$ cat src/sv/bmftl_pkg.sv
`timescale 1ns / 1ps
`default_nettype none

package bmftl_pkg;

  // geometry
  localparam int PAGES_PER_BLK = 4;
  localparam int NUM_BLOCKS    = 16;
  localparam int DATA_BLOCKS   = NUM_BLOCKS - 1;
  localparam int OFF_W         = $clog2(PAGES_PER_BLK);
  localparam int PBN_W         = $clog2(NUM_BLOCKS);
  localparam int MAP_IDX_W     = $clog2(DATA_BLOCKS);

  // field widths
  localparam int LSN_W  = 6;
  localparam int LBN_W  = LSN_W - OFF_W;
  localparam int SLOT_W = 4;
  localparam int CMD_W  = 3;
  localparam int ADDR_W = 6;

  // flash command codes
  typedef enum logic [CMD_W-1:0] {
    CMD_READ  = 3'd0,
    CMD_PROG  = 3'd1,
    CMD_MARK  = 3'd2,
    CMD_COPY  = 3'd3,
    CMD_ERASE = 3'd4
  } cmd_e_t;

  // request opcode
  localparam logic OP_WRITE = 1'b1;

  // kind of command the datapath should build this cycle
  typedef enum logic [2:0] {
    EM_NONE,
    EM_READ,
    EM_PROG_FIRST,
    EM_PROG_INPLACE,
    EM_MARK,
    EM_COPY,
    EM_PROG_NEW,
    EM_ERASE
  } emit_e_t;

  typedef struct packed {
    logic    capture;
    emit_e_t emit;
    logic    cnt_clr;
    logic    cnt_inc;
  } ctrl_cmd_t;

  typedef struct packed {
    logic is_write;
    logic inrange;
    logic mapped;
    logic written;
    logic off_zero;
    logic cnt_is_off;
    logic cnt_last;
    logic out_free;
  } dp_status_t;

endpackage

`default_nettype wire

$ cat src/sv/block_mapped_ftl.sv
`timescale 1ns / 1ps
`default_nettype none

// Block-mapped flash translation controller. Each request transaction (op, lsn,
// buffer_slot) turns into one or more flash command transactions, the final one
// flagged by last; a write past the data blocks produces none. One request is
// handled at a time, paced by the sequencer: a read or an in-place program passes
// through a decision and one command, a first write at a nonzero offset issues a
// program plus a marker, and an overwrite steps through a decision, one pass per
// page of the block for the copies, a new-data program and an erase. Output back
// pressure stalls the sequencer in the state that is waiting to emit. A result sits in
// an output register, so the next request is taken while the final command of the
// previous one is still waiting. Map and page bitmaps live in flip-flops cleared
// by reset, so the block is ready right after reset with no clearing pass.

module block_mapped_ftl
  import bmftl_pkg::*;
(
  input  logic              clk,
  input  logic              rst,
  input  logic              in_valid,
  output logic              in_ready,
  input  logic              op,
  input  logic [LSN_W-1:0]  lsn,
  input  logic [SLOT_W-1:0] buffer_slot,
  output logic              out_valid,
  input  logic              out_ready,
  output logic [CMD_W-1:0]  command,
  output logic [ADDR_W-1:0] page_addr,
  output logic [ADDR_W-1:0] src_page,
  output logic [PBN_W-1:0]  erase_block,
  output logic [SLOT_W-1:0] slot_out,
  output logic              unmapped,
  output logic              last
);

  // command and status between sequencer and datapath
  ctrl_cmd_t  cmd;
  dp_status_t status;

  // sequencer: picks the command sequence for each request
  bmftl_ctrl u_ctrl (
    .clk      (clk),
    .rst      (rst),
    .in_valid (in_valid),
    .in_ready (in_ready),
    .status   (status),
    .cmd      (cmd)
  );

  // datapath: request registers, map, bitmaps, free block, output register
  bmftl_dp u_dp (
    .clk         (clk),
    .rst         (rst),
    .cmd         (cmd),
    .status      (status),
    .op          (op),
    .lsn         (lsn),
    .buffer_slot (buffer_slot),
    .out_valid   (out_valid),
    .out_ready   (out_ready),
    .command     (command),
    .page_addr   (page_addr),
    .src_page    (src_page),
    .erase_block (erase_block),
    .slot_out    (slot_out),
    .unmapped    (unmapped),
    .last        (last)
  );

endmodule

`default_nettype wire

$ cat src/sv/bmftl_ctrl.sv
`timescale 1ns / 1ps
`default_nettype none

module bmftl_ctrl
  import bmftl_pkg::*;
(
  input  logic       clk,
  input  logic       rst,
  input  logic       in_valid,
  output logic       in_ready,
  input  dp_status_t status,
  output ctrl_cmd_t  cmd
);

  typedef enum logic [5:0] {
    S_IDLE   = 6'b000001,
    S_DECIDE = 6'b000010,
    S_MARK   = 6'b000100,
    S_COPY   = 6'b001000,
    S_PROG   = 6'b010000,
    S_ERASE  = 6'b100000
  } state_t;

  state_t state, state_next;

  always_ff @(posedge clk) begin
    if (rst) begin
      state <= S_IDLE;
    end else begin
      state <= state_next;
    end
  end

  always_comb begin
    state_next  = state;
    in_ready    = 1'b0;
    cmd.capture = 1'b0;
    cmd.emit    = EM_NONE;
    cmd.cnt_clr = 1'b0;
    cmd.cnt_inc = 1'b0;
    case (state)
      S_IDLE: begin
        in_ready = 1'b1;
        if (in_valid) begin
          cmd.capture = 1'b1;
          state_next  = S_DECIDE;
        end
      end
      S_DECIDE: begin
        if (!status.is_write) begin
          if (status.out_free) begin
            cmd.emit   = EM_READ;
            state_next = S_IDLE;
          end
        end else if (!status.inrange) begin
          // write past the data blocks is dropped
          state_next = S_IDLE;
        end else if (!status.mapped) begin
          if (status.out_free) begin
            cmd.emit   = EM_PROG_FIRST;
            state_next = status.off_zero ? S_IDLE : S_MARK;
          end
        end else if (!status.written) begin
          if (status.out_free) begin
            cmd.emit   = EM_PROG_INPLACE;
            state_next = S_IDLE;
          end
        end else begin
          cmd.cnt_clr = 1'b1;
          state_next  = S_COPY;
        end
      end
      S_MARK: begin
        if (status.out_free) begin
          cmd.emit   = EM_MARK;
          state_next = S_IDLE;
        end
      end
      S_COPY: begin
        if (status.cnt_is_off) begin
          cmd.cnt_inc = 1'b1;
          if (status.cnt_last) state_next = S_PROG;
        end else if (status.out_free) begin
          cmd.emit    = EM_COPY;
          cmd.cnt_inc = 1'b1;
          if (status.cnt_last) state_next = S_PROG;
        end
      end
      S_PROG: begin
        if (status.out_free) begin
          cmd.emit   = EM_PROG_NEW;
          state_next = S_ERASE;
        end
      end
      S_ERASE: begin
        if (status.out_free) begin
          cmd.emit   = EM_ERASE;
          state_next = S_IDLE;
        end
      end
      default: begin
        state_next = S_IDLE;
      end
    endcase
  end

endmodule

`default_nettype wire

$ cat src/sv/bmftl_dp.sv
`timescale 1ns / 1ps
`default_nettype none

module bmftl_dp
  import bmftl_pkg::*;
(
  input  logic              clk,
  input  logic              rst,
  input  ctrl_cmd_t         cmd,
  output dp_status_t        status,
  input  logic              op,
  input  logic [LSN_W-1:0]  lsn,
  input  logic [SLOT_W-1:0] buffer_slot,
  output logic              out_valid,
  input  logic              out_ready,
  output logic [CMD_W-1:0]  command,
  output logic [ADDR_W-1:0] page_addr,
  output logic [ADDR_W-1:0] src_page,
  output logic [PBN_W-1:0]  erase_block,
  output logic [SLOT_W-1:0] slot_out,
  output logic              unmapped,
  output logic              last
);

  // request registers
  logic              op_q;
  logic [LSN_W-1:0]  lsn_q;
  logic [SLOT_W-1:0] slot_q;
  logic [OFF_W-1:0]  cnt;

  // translation state
  logic                     map_valid [DATA_BLOCKS];
  logic [PBN_W-1:0]         map_pbn   [DATA_BLOCKS];
  logic [PAGES_PER_BLK-1:0] pw        [NUM_BLOCKS];
  logic [PBN_W-1:0]         free_blk;

  logic [LBN_W-1:0]         lbn;
  logic [OFF_W-1:0]         off;
  logic                     inrange;
  logic [MAP_IDX_W-1:0]     midx;
  logic                     mapped;
  logic [PBN_W-1:0]         pbn;
  logic [PAGES_PER_BLK-1:0] bitmask;
  logic                     out_free;

  // fields of the command being built
  logic [CMD_W-1:0]  command_next;
  logic [ADDR_W-1:0] page_addr_next;
  logic [ADDR_W-1:0] src_page_next;
  logic [PBN_W-1:0]  erase_block_next;
  logic [SLOT_W-1:0] slot_out_next;
  logic              unmapped_next;
  logic              last_next;

  assign lbn     = lsn_q[LSN_W-1:OFF_W];
  assign off     = lsn_q[OFF_W-1:0];
  assign inrange = lbn < LBN_W'(DATA_BLOCKS);
  assign midx    = inrange ? MAP_IDX_W'(lbn) : '0;
  assign mapped  = inrange && map_valid[midx];
  assign pbn     = map_pbn[midx];
  assign bitmask = PAGES_PER_BLK'(1) << off;
  assign out_free = !out_valid || out_ready;

  always_comb begin
    status.is_write   = (op_q == OP_WRITE);
    status.inrange    = inrange;
    status.mapped     = mapped;
    status.written    = |(pw[pbn] & bitmask);
    status.off_zero   = (off == '0);
    status.cnt_is_off = (cnt == off);
    status.cnt_last   = (cnt == OFF_W'(PAGES_PER_BLK - 1));
    status.out_free   = out_free;
  end

  always_ff @(posedge clk) begin
    if (cmd.capture) begin
      op_q   <= op;
      lsn_q  <= lsn;
      slot_q <= buffer_slot;
    end
    if (cmd.cnt_clr) begin
      cnt <= '0;
    end else if (cmd.cnt_inc) begin
      cnt <= cnt + OFF_W'(1);
    end
  end

  // map, bitmaps and free block
  always_ff @(posedge clk) begin
    if (rst) begin
      for (int b = 0; b < DATA_BLOCKS; b++) begin
        map_valid[b] <= 1'b0;
      end
      for (int b = 0; b < NUM_BLOCKS; b++) begin
        pw[b] <= '0;
      end
      free_blk <= PBN_W'(NUM_BLOCKS - 1);
    end else begin
      case (cmd.emit)
        EM_PROG_FIRST: begin
          map_valid[midx]    <= 1'b1;
          map_pbn[midx]      <= PBN_W'(lbn);
          pw[PBN_W'(lbn)]    <= pw[PBN_W'(lbn)] | bitmask;
        end
        EM_PROG_INPLACE: begin
          pw[pbn] <= pw[pbn] | bitmask;
        end
        EM_ERASE: begin
          // an old block that is also the free block keeps the merged bits
          if (pbn != free_blk) begin
            pw[pbn] <= '0;
          end
          pw[free_blk]  <= pw[pbn] | bitmask;
          map_pbn[midx] <= free_blk;
          free_blk      <= pbn;
        end
        default: begin
        end
      endcase
    end
  end

  // output register
  always_ff @(posedge clk) begin
    if (rst) begin
      out_valid <= 1'b0;
    end else if (cmd.emit != EM_NONE) begin
      out_valid <= 1'b1;
    end else if (out_ready) begin
      out_valid <= 1'b0;
    end
  end

  always_comb begin
    command_next     = CMD_READ;
    page_addr_next   = '0;
    src_page_next    = '0;
    erase_block_next = '0;
    slot_out_next    = '0;
    unmapped_next    = 1'b0;
    last_next        = 1'b0;
    case (cmd.emit)
      EM_READ: begin
        command_next   = CMD_READ;
        page_addr_next = mapped ? {pbn, off} : '0;
        slot_out_next  = slot_q;
        unmapped_next  = !mapped;
        last_next      = 1'b1;
      end
      EM_PROG_FIRST: begin
        command_next   = CMD_PROG;
        page_addr_next = {PBN_W'(lbn), off};
        slot_out_next  = slot_q;
        last_next      = (off == '0);
      end
      EM_PROG_INPLACE: begin
        command_next   = CMD_PROG;
        page_addr_next = {pbn, off};
        slot_out_next  = slot_q;
        last_next      = 1'b1;
      end
      EM_MARK: begin
        command_next   = CMD_MARK;
        page_addr_next = {PBN_W'(lbn), OFF_W'(0)};
        last_next      = 1'b1;
      end
      EM_COPY: begin
        command_next   = CMD_COPY;
        page_addr_next = {free_blk, cnt};
        src_page_next  = {pbn, cnt};
      end
      EM_PROG_NEW: begin
        command_next   = CMD_PROG;
        page_addr_next = {free_blk, off};
        slot_out_next  = slot_q;
      end
      EM_ERASE: begin
        command_next     = CMD_ERASE;
        erase_block_next = pbn;
        last_next        = 1'b1;
      end
      default: begin
      end
    endcase
  end

  always_ff @(posedge clk) begin
    if (cmd.emit != EM_NONE) begin
      command     <= command_next;
      page_addr   <= page_addr_next;
      src_page    <= src_page_next;
      erase_block <= erase_block_next;
      slot_out    <= slot_out_next;
      unmapped    <= unmapped_next;
      last        <= last_next;
    end
  end

endmodule

`default_nettype wire

$ cat config.mk
export PLATFORM = sky130hd
export DESIGN_NAME = block_mapped_ftl
export DESIGN_NICKNAME = d
export VERILOG_FILES = /design/src/sv/bmftl_pkg.sv /design/src/sv/block_mapped_ftl.sv /design/src/sv/bmftl_ctrl.sv /design/src/sv/bmftl_dp.sv
export SDC_FILE = /design/constraint.sdc
export NUM_CORES = 1
export LEC_CHECK = 0
export BUFFER_PORTS_ARGS = -buffer_cell sky130_fd_sc_hd__buf_4
export CORE_UTILIZATION = 60
export DETAILED_ROUTE_END_ITERATION = 12
export PLACE_DENSITY = 0.78
export SETUP_SLACK_MARGIN = 0.4
export SKIP_CTS_REPAIR_TIMING = 1
export SLEW_MARGIN = 20
export SYNTH_ARGS = -nofsm -noshare
export SYNTH_HDL_FRONTEND = slang
export SYNTH_HIERARCHICAL = 1
export SYNTH_SLANG_ARGS = --single-unit
export TNS_END_PERCENT = 50
$ cat constraint.sdc
create_clock -name clk -period 5.8 [get_ports clk]
set_input_delay 1.45 -clock clk [delete_from_list [all_inputs] [get_ports clk]]
set_output_delay 1.45 -clock clk [all_outputs]
set_load 0.05 [all_outputs]
==> run metrics <==
Worst slew margin=22.61%; die area=between 0.015 and 0.02 mm2; row count=47; overall power=3.501 mW; Data required, critical path=5.92 ns; max cap viols=0; total global-route track usage=33.47%; pwr dens=276.4 mW/mm2; Commonest cells post-synth=edfxtp_1, nor2_1, nand2_1; IO Pins=42; cts bufs inserted=17; leading post-synthesis cells by cell area=edfxtp_1, dfxtp_1, mux4_2; Worst Path Max Fanout=8; vias post-DR=8616; CP dominant cell by count=buf_4; Distinct cells, synth=90; Final Hold Viols=0; Vias per Instance=~7.1; fin crit share=97.22%; Slowest cell on crit path=edfxtp_1; H-tree levels=4; critical path's largest stage delay=0.49 ns; Area Overhead vs Synth=21.40%; Setup Skew=0.01575 ns; drt drc=0; DRT antenna net count=0; area of the mapped netlist=between 0.01 and 0.015 mm2; final setup fails=0; fin. max-slew vios=0; starting density of the core=62.25%; antenna violations before repair=0; placed cells=1117; Die H=133.9 um; sequential fraction of the synthesis area=a little over half; routed wire length=31910 um; share of cells above drive strength 1=34.89%; max frequency=about 180 MHz; R2R Setup Slk=0.16 ns; most frequent cell after synthesis=edfxtp_1; Worst Tran Pin Value=~1.2 ns; setup TNS=0 ns; Longest Clk Path Bufs=2; status=complete, no violations; DR WL/cell=between 20 and 30 um; Min Clock Period, post-route=5.638 ns; number of synthesized flops with an enable pin=160; Syn Area/Cell=11.98 um2; Ys Warns=6; leak pwr=4.584 nW; share of the synthesized area in the top cell type=46.05%; Post-Layout Cell Count=1206; grt total ovfl=0; unrepaired setup endpoints after global routing=true; Root Buffer=clkbuf_16; vias in the first global route=7552; CP Class=reg -> reg; CP endpoint kind=flip-flop; RD Place Congestion=around 1; CP Buf/Inv Count=5; core footprint=between 0.015 and 0.02 mm2; TritonCTS clock tree=built; largest net degree at the start of global routing=49; fin util=75.58%; DRT iter0 DRCs=approximately 1200; Max VDD drop=0.2938 mV; cells after synthesis=871; Die W=133.9 um; hpwl dp=20530 um; number of fill cells=1020; clk slew on worst S/H paths=about 0.080 ns; biggest area consumer among synthesized cells=edfxtp_1; Worst setup SP type=flip-flop; #FFs+latches synth=192; Final nets=989; ant diodes=0; delay-heaviest family, CP=compound AO/OA/AOI/OAI gates; Main synth FF type=edfxtp_1; DRT Pass-1 Iters=6; Clock Sinks=192; Arr. time, crit path=approximately 5.8 ns; asr flop ratio synth=0%; Skew-Pair Late Insertion Delay=0.44 ns; I/O Buffers=41; Synth Net Count=887; HP Class=reg -> reg; first-pass GRT wire length=44170 um
## worst min-delay path: cells and delay by family, from the launching register on
family          cells  cell delay [ns]
flops               1             0.33
compound gates      1             0.04
simple gates        1             0.07
## sequential cells by signal (all words and copies together) (netlist names), named ones only
signal,flops
u_ctrl/state,6
u_dp/cnt,2
u_dp/command,3
u_dp/erase_block,4
u_dp/free_blk,4
u_dp/last,1
u_dp/lsn_q,6
u_dp/map_pbn,60
u_dp/map_valid,15
u_dp/op_q,1
u_dp/out_valid,1
u_dp/page_addr,6
u_dp/pw,64
u_dp/slot_out,4
u_dp/slot_q,4
u_dp/src_page,6
u_dp/unmapped,1
## routing by layer
layer | wire, um | track usage, %
met3 | 4093 | 7.937
met2 | 14790 | 52.25
met4 | 1271 | 9.912
met5 | 0 | 0
met1 | 11760 | 46.73
## logic make-up after synthesis
family | count (synthesis) | synth area share, %
simple gates | 278 | 13.78
compound gates | 235 | 17.71
flops | 192 | 52.19
buf+inv | 86 | 5.132
mux | 67 | 10.06
xor+xnor | 12 | 1.007
fa+ha+maj | 1 | 0.1199
## power breakdown
part / internal [mW] / switching (mW) / total [mW] / leakage, nW
Combinational: 0.278 / 0.422 / 0.700 / 2.46
Sequential: 1.52 / 0.0356 / 1.55 / 1.81
Clock: 0.667 / 0.581 / 1.25 / 0.308
Total: 2.46 / 1.04 / 3.50 / 4.58
## through the flow
stage                     area (um2)  hold WS (ns)  setup WS (ns)
final                          12670        0.4759         0.1615
after global routing           12670        0.5195      -0.008935
after CTS                      11680        0.4756        -0.2216
after detailed placement       11040        0.4562        -0.1516
after global placement         11040        0.4432        0.02255
after floorplan                10430        0.4315         0.5160
## path summary, 6_finish.rpt
path / startpoint / end / depth (start not counted)
worst min-delay path: u_dp/map_valid[3]$_DFF_P_ / u_dp/map_valid[3]$_DFF_P_ / 2
worst max-delay path: u_dp/lsn_q[4]$_DFFE_PP_ / u_dp/pw[14][0]$_DFFE_PP_ / 26
worst min register to register: u_dp/map_valid[3]$_DFF_P_ / u_dp/map_valid[3]$_DFF_P_ / 2
worst max register to register: u_dp/lsn_q[4]$_DFFE_PP_ / u_dp/pw[14][0]$_DFFE_PP_ / 26
## cell usage in the layout (no fill, tap or decap), types with 5 or more instances in the layout
| master | instances |
|---|---|
| o32ai_2 | 9 |
| dfxtp_1 | 32 |
| nand2b_1 | 9 |
| nand3_1 | 18 |
| a211oi_1 | 5 |
| mux2i_1 | 28 |
| nand3b_1 | 17 |
| buf_4 | 125 |
| a21oi_2 | 5 |
| clkbuf_16 | 17 |
| o22ai_1 | 53 |
| a21o_1 | 7 |
| o21ai_0 | 24 |
| mux4_2 | 27 |
| buf_12 | 11 |
| nand2_2 | 9 |
| o22ai_2 | 21 |
| xor2_1 | 5 |
| nor2b_1 | 19 |
| nor2_1 | 72 |
| inv_1 | 15 |
| and2_1 | 12 |
| buf_6 | 12 |
| nor2_2 | 6 |
| a21oi_1 | 35 |
| a211o_1 | 5 |
| edfxtp_1 | 160 |
| mux2_2 | 7 |
| nand2_4 | 6 |
| or2_4 | 5 |
| xnor2_1 | 7 |
| nor3_1 | 7 |
| nand2_1 | 61 |
| a22oi_1 | 8 |
## area by class of cell
cell class | count | area [um2] | share of cell area [%]
clock buffer | 17 | 425.4 | 3.358
clock inverter | 15 | 212.7 | 1.679
inverter | 16 | 62.56 | 0.4939
multi-input combinational | 594 | 4912 | 38.78
sequential | 192 | 5445 | 42.99
tap | 220 | 275.3 | 2.173
timing repair buffer | 152 | 1334 | 10.53
No activity file was read; power rests on OpenSTA's default activity.
